===== config.mk =====
export PLATFORM = sky130hd
export DESIGN_NAME = sdtt_isqrt
export DESIGN_NICKNAME = d
export VERILOG_FILES = /design/src/rtl/core/sdtt_pkg.sv /design/src/rtl/core/sdtt_isqrt.sv
export SDC_FILE = /design/constraint.sdc
export NUM_CORES = 1
export LEC_CHECK = 0
export BUFFER_PORTS_ARGS = -buffer_cell sky130_fd_sc_hd__buf_2
export CORE_MARGIN = 1.5
export CORE_UTILIZATION = 63
export DETAILED_ROUTE_END_ITERATION = 12
export MAX_ROUTING_LAYER = met4
export PLACE_DENSITY_LB_ADDON = 0.05
export SKIP_LAST_GASP = 1
export SYNTH_ARGS = -nofsm -noshare
export SYNTH_HDL_FRONTEND = slang
export SYNTH_SLANG_ARGS = --single-unit
export TNS_END_PERCENT = 50

===== constraint.sdc =====
create_clock -name i_clk -period 3.7 [get_ports i_clk]
set_input_delay 0.74 -clock i_clk [delete_from_list [all_inputs] [get_ports i_clk]]
set_output_delay 0.74 -clock i_clk [all_outputs]
set_load 0.02 [all_outputs]

===== src/rtl/core/sdtt_pkg.sv =====
// Package: widths, CORDIC table and shared structures for the sky texel lookup
`default_nettype none
package sdtt_pkg;
    localparam int DIR_BITS     = 16;
    localparam int COORD_BITS   = 13;
    localparam int SQ_BITS      = 2 * DIR_BITS + 1;
    localparam int RHO_BITS     = DIR_BITS + 1;
    localparam int CORDIC_STEPS = 16;
    localparam int PRESCALE     = 14;
    localparam int CX_BITS      = RHO_BITS + PRESCALE + 3;
    localparam int ANG_BITS     = 20;
    localparam int ANG_ONE      = 65536;
    localparam int PROD_BITS    = 17 + 12;
    localparam int NUM_BITS     = PROD_BITS + DIR_BITS;
    localparam int QUO_BITS     = 30;
    localparam int DEN_BITS     = RHO_BITS + 16;

    localparam logic [2:0] REG_TEX   = 3'd0;
    localparam logic [2:0] REG_CCOL  = 3'd1;
    localparam logic [2:0] REG_CROW  = 3'd2;
    localparam logic [2:0] REG_HRAD  = 3'd3;
    localparam logic [2:0] REG_BGRGB = 3'd4;

    typedef logic signed [ANG_BITS-1:0] t_ang;

    function automatic t_ang atan_entry(input int i);
        unique case (i)
            0: atan_entry = 20'sd32768;
            1: atan_entry = 20'sd19344;
            2: atan_entry = 20'sd10221;
            3: atan_entry = 20'sd5188;
            4: atan_entry = 20'sd2604;
            5: atan_entry = 20'sd1303;
            6: atan_entry = 20'sd652;
            7: atan_entry = 20'sd326;
            8: atan_entry = 20'sd163;
            9: atan_entry = 20'sd81;
            10: atan_entry = 20'sd41;
            11: atan_entry = 20'sd20;
            12: atan_entry = 20'sd10;
            13: atan_entry = 20'sd5;
            14: atan_entry = 20'sd3;
            default: atan_entry = 20'sd1;
        endcase
    endfunction

    typedef struct packed {
        logic                  bg;
        logic                  xneg;
        logic                  yneg;
        logic [DIR_BITS-1:0]   ax;
        logic [DIR_BITS-1:0]   ay;
    } t_side;
endpackage
`default_nettype wire


===== src/rtl/core/sdtt_isqrt.sv =====
// Pipelined integer square root of x*x + y*y, one result bit per stage
`default_nettype none
module sdtt_isqrt (
    input  wire logic                           i_clk,
    input  wire logic                           i_en,
    input  wire logic [sdtt_pkg::SQ_BITS-1:0]   i_val,
    output logic      [sdtt_pkg::RHO_BITS-1:0]  o_root
);
    localparam int N = sdtt_pkg::RHO_BITS;
    localparam int W = 2 * N;

    logic [W-1:0] r_rem  [N+1];
    logic [W-1:0] r_res  [N+1];

    always_ff @(posedge i_clk) begin
        if (i_en) begin
            r_rem[0] <= W'(i_val);
            r_res[0] <= '0;
        end
    end

    for (genvar s = 0; s < N; s++) begin : g_st
        localparam logic [W-1:0] BIT = W'(1) << (2 * (N - 1 - s));
        always_ff @(posedge i_clk) begin
            if (i_en) begin
                if (r_rem[s] >= r_res[s] + BIT) begin
                    r_rem[s+1] <= r_rem[s] - (r_res[s] + BIT);
                    r_res[s+1] <= (r_res[s] >> 1) + BIT;
                end else begin
                    r_rem[s+1] <= r_rem[s];
                    r_res[s+1] <= r_res[s] >> 1;
                end
            end
        end
    end

    assign o_root = r_res[N][N-1:0];
endmodule
`default_nettype wire


* Word level (Yosys, flattened, before mapping)
Memory sizes are Yosys's and may differ from the RTL's.
Cells that the tools add are included.
** Storage, ports and cells
- Register bits after elaboration :: 0
- RAM bits :: 1224
- Word-level logic and storage cells :: 242
- Memories kept :: 2
** Memory list
- r_rem :: words 18, bits a word 34, rd ports 17, clocked after Yosys merged registers in 0, write ports 18, line sdtt_isqrt.sv:12 : logic [W-1:0] r_rem [N+1];
- r_res :: words 18, bits a word 34, rd ports 18, clocked after Yosys merged registers in 0, write ports 18, line sdtt_isqrt.sv:13 : logic [W-1:0] r_res [N+1];
** Cells by class
- $add $sub $neg :: 51
- Order comparisons :: 17
- Mux-type cells :: 138
- Bitwise logic cells :: 34
** Operators by type and width (number)
- two-way mux 34 bit :: 34
- >= comparator 34 bit :: 17
- subtractor 34 bit :: 17
- two-way mux 1 bit :: 104
- adder 33 x 1 -> 34 bit (second input constant) :: 1
- adder 33 x 11 -> 34 bit (second input constant) :: 1
- adder 33 x 13 -> 34 bit (second input constant) :: 1
- adder 33 x 15 -> 34 bit (second input constant) :: 1
- adder 33 x 17 -> 34 bit (second input constant) :: 1
- adder 33 x 19 -> 34 bit (second input constant) :: 1
- adder 33 x 21 -> 34 bit (second input constant) :: 1
- adder 33 x 23 -> 34 bit (second input constant) :: 1
- adder 33 x 25 -> 34 bit (second input constant) :: 1
- adder 33 x 27 -> 34 bit (second input constant) :: 1
- adder 33 x 29 -> 34 bit (second input constant) :: 1
- adder 33 x 3 -> 34 bit (second input constant) :: 1
- adder 33 x 31 -> 34 bit (second input constant) :: 1
- adder 33 x 33 -> 34 bit (second input constant) :: 1
- adder 33 x 5 -> 34 bit (second input constant) :: 1
- adder 33 x 7 -> 34 bit (second input constant) :: 1
- adder 33 x 9 -> 34 bit (second input constant) :: 1
- adder 34 x 1 -> 34 bit (second input constant) :: 1
- adder 34 x 11 -> 34 bit (second input constant) :: 1
- adder 34 x 13 -> 34 bit (second input constant) :: 1
- other kinds (15) :: 48

* Logic depth before layout (Yosys ltp)
- Depth in word-level cells :: 6
- Gate-level depth with buffers :: 12

* Worst setup path after synthesis
OpenSTA, ideal clock, no wires.
- Path type :: input to register
- Start :: input port i_en
- End :: memory r_rem[16][0] (netlist bit) (enable)
- Setup time :: 0.425 ns
- Arrival :: 2.916 ns
- Required time :: 3.275 ns
- Slack :: 0.359 ns
- Cell stages on the path :: 4
- Buffers on the path :: 4
- Cells stage by stage :: clkbuf_1 -> clkbuf_1 -> clkbuf_1 -> clkbuf_1
** RTL lines
- start: declaration :: line sdtt_isqrt.sv:5 : input wire logic i_en,
- end: declaration :: line sdtt_isqrt.sv:12

==> summary.txt <==
Clock tree
  – CTS tree: built
  – H-tree depth: 3
  – Root Driver: clkbuf_16
  – Post-CTS Setup Repair Bufs: 0
  – Clk sink count: 730
  – Bufs on Longest Clock Path: 3
  – Clk_lat worst skew: 0.63 ns
  – Clk pin slew, worst setup/hold paths: 0.06 ns
  – Cts bufs inserted: 75

Drt
  – Vias per std cell: 5.96
  – Vias: 20.3k
  – Post-route ant nets: 0
  – Routed wire length per instance: 20.6 µm
  – DR iter-0 viols: about 1.7k
  – WL final: approximately 70000 µm
  – First-pass detailed-route iteration total: 7
  – DRC violations left: 0

Timing
  – Setup violators final: 0
  – Min Clock Period, post-route: 3.49 ns
  – Tightest Pin Transition: ~0.98 ns
  – Final Cycle Share: 94.3%
  – Fmax: 0.287 GHz
  – Slew HR: 35.0%
  – Unrepaired setup endpoints after global routing: false
  – Final Hold Vio Count: 0
  – Setup slack after layout: 0.210 ns
  – Sum Neg Setup Slack: 0 ns
  – Final Max Tran Viols: 0
  – Setup Skew: around 0.032 ns

Placed design
  – Hpwl dp: 50500 µm
  – DP Worst Slack: 0.384 ns
  – RePlAce Congestion: 0.966
  – Port Buffers: 51

Worst setup path
  – Crit-path slowest cell: or4b_2
  – Arrival time at the worst endpoint: 3.85 ns
  – R2R Path End: r_rem[14][28]
  – Reg2Reg Depth: 9
  – CP required: 4.06 ns
  – R2R Setup Slk: about 0.21 ns
  – Max Fanout on Critical Path: 5
  – R2R Path Start: r_rem[13][9]
  – Critical path cell sequence: ha_1 -> or4b_2 -> nor3_1 -> a311oi_1 -> o21a_1 -> a41oi_1 -> nand2_1 -> a2111oi_0 -> xor2_1
  – CP endpoint kind: flip-flop
  – CP Class: flip-flop to flip-flop
  – CP peak stage delay: 0.59 ns
  – CP Launch Type: flip-flop

Cells and area
  – Synthesis-to-finish area growth: 11.3%
  – Fillers: around 3.5k
  – Layout cell share with drive strength beyond 1: 8.68%
  – ANT cells: 0
  – # nets final: about 2.9k

Logic synthesis
  – Mean Syn Cell Area: 13.2 µm²
  – Synthesis-stage register bit count: 730
  – Yosys warns: 0
  – Sequential share of the synthesized area: 64.9%
  – Syn nets: 2760
  – Ys flop type: edfxtp_1
  – Cells after Synth: roughly 2.6k
  – Post-synth EDFFs: 730
  – Number of distinct standard cells referenced by the synthesized netlist: 64
  – Synthesized area: roughly 34000 µm²
  – Fraction of registers with async set/reset: 0%

Die
  – Die height: 235 µm
  – I/O pin total: 52
  – Num rows: 84
  – Core area: around 53000 µm²
  – Die W: 235 µm
  – Starting Density: between 60% and 70%
  – Die area: 55000 µm²

GRT
  – GR Overflow Total: 0
  – Largest net degree at the start of global routing: 124
  – Total GRT Usage: 26.6%
  – Vias in the first global route: 19.8k
  – Initial antenna violation count: 0
  – Global-route wire length before repair: 108000 µm

Hold path
  – Hold Path Sink: r_rem[0][14]
  – Hold depth: 1
  – Hold crit path type: input port to flip-flop
  – Min-delay src: i_val[14]

Run status
  – Status: completed

Pwr
  – Post-layout power: 21.8 mW
  – Pwr Density: 579 nW/µm²
  – Static Leakage: 14.1 nW
  – Peak supply drop: just over 0.0007 V

Flow run
  – Max Cap Viol: 0
## report_power, final
group          internal, mW  switching (mW)  total, mW  leakage (nW)
logic                  1.19            1.63       2.81          5.87
clock network          4.84            3.26       8.11          1.27
registers              10.2           0.647       10.8          6.98
total                  16.2            5.54       21.8          14.1
## stage by stage
step           area, µm²  utilization, %  hold WS [ns]  instances
3_3_place_gp       34900            66.2         0.404       3268
6_report           37600            71.3         0.281       3406
4_1_cts            37600            71.3         0.246       3406
3_5_place_dp       34900            66.2         0.405       3268
5_1_grt            37600            71.3         0.248       3406
2_1_floorplan      33800               -         0.400       2559
## kinds of logic after synthesis
family / Yosys count / share of synthesized area (%)
AND/OR/NAND/NOR: 733 / 11.5
adder cells (fa/ha/maj): 166 / 6.15
AO/OA/AOI/OAI: 428 / 8.06
flip-flops: 730 / 64.9
buffers and inverters: 265 / 3.16
multiplexers: 18 / 0.578
XOR/XNOR: 219 / 5.68
## critical path, delay by kind of cell (launching register included)
kind | cells | cell delay, ns
adder cells (fa/ha/maj) | 1 | 0.38
flip-flops | 1 | 0.38
XOR/XNOR | 1 | 0.12
AO/OA/AOI/OAI | 4 | 1.16
AND/OR/NAND/NOR | 3 | 1.17
## registers in the layout, summed over array words and instances, names as in the netlist
register	cells
r_rem	577
r_res	153
## what timing repair did
action | 4_1_cts | 5_1_grt
endpoints found under the setup margin | 0 | 3
hold buffers | 0 | 0
gates resized for setup | 0 | 1
## worst max-delay path by stage
| stage | end | cells after the start | from | slack [ns] |
|---|---|---|---|---|
| after global placement | r_rem[14][28] | 10 | r_res[6][43] | 0.44 |
| after global routing | r_rem[15][30] | 9 | r_rem[14][6] | 0.06 |
| after floorplan | r_rem[16][0] | 4 | i_en | 0.36 |
| after detailed placement | r_rem[14][28] | 9 | r_rem[13][9] | 0.38 |
| final | r_rem[14][28] | 9 | r_rem[13][9] | 0.21 |
| after CTS | r_rem[14][28] | 9 | r_rem[13][9] | 0.35 |
## placed cells by master, fill, tap and decap left out, types with 50 or more instances in the layout
| cell type | synthesis | final |
|---|---|---|
| a21oi_1 | 95 | 94 |
| buf_2 | 4 | 50 |
| clkbuf_16 | 0 | 75 |
| edfxtp_1 | 730 | 730 |
| ha_1 | 166 | 166 |
| inv_1 | 200 | 200 |
| nand2_1 | 177 | 177 |
| nor2_1 | 119 | 119 |
| nor3_1 | 77 | 77 |
| nor4_1 | 81 | 79 |
| o21ai_0 | 132 | 132 |
| xnor2_1 | 110 | 110 |
| xor2_1 | 109 | 109 |
## area by class of cell
type,count,area (µm²),share of cell area [%]
well taps,688,861,2.29
multi-input cells,1564,10800,28.8
repair buffers,86,566,1.50
clock buffers,86,1920,5.10
clock inverters,52,762,2.03
flip-flops and latches,730,21900,58.3
inverters,200,751,2.00
## routing by layer
layer  share of wire (%)  GRT usage, %  vias to the layer above
met1                  43          34.2                     9855
met5                   0             -                        -
met3                 4.4          4.12                      154
met4                 3.3          9.16                        0
met2                  49          43.4                      505
li1                    -             -                     9774
## synth_stat cells, types with 12 or more instances
cell type	number	area share, %
edfxtp_1	730	65
nand3_1	33	0.49
a211oi_1	12	0.27
nand4_1	39	0.72
a21o_1	35	0.78
and2_1	14	0.26
or3_1	29	0.54
inv_1	200	2.2
a21oi_1	95	1.4
o21ai_0	132	2.0
or2_2	12	0.22
o31ai_1	20	0.44
buf_4	18	0.40
nor2_1	119	1.3
nor4b_1	25	0.65
ha_1	166	6.1
o21a_1	39	0.87
nand2_1	177	2.0
xor2_1	109	2.8
nor3_1	77	1.1
nor2b_1	27	0.50
mux2_2	12	0.40
nor3b_1	12	0.27
nand2b_1	35	0.65
a31oi_1	15	0.28
xnor2_1	110	2.9
nor4_1	81	1.5
nand3b_1	17	0.38
clkbuf_1	43	0.48
Power figures use the tool's default switching activity.
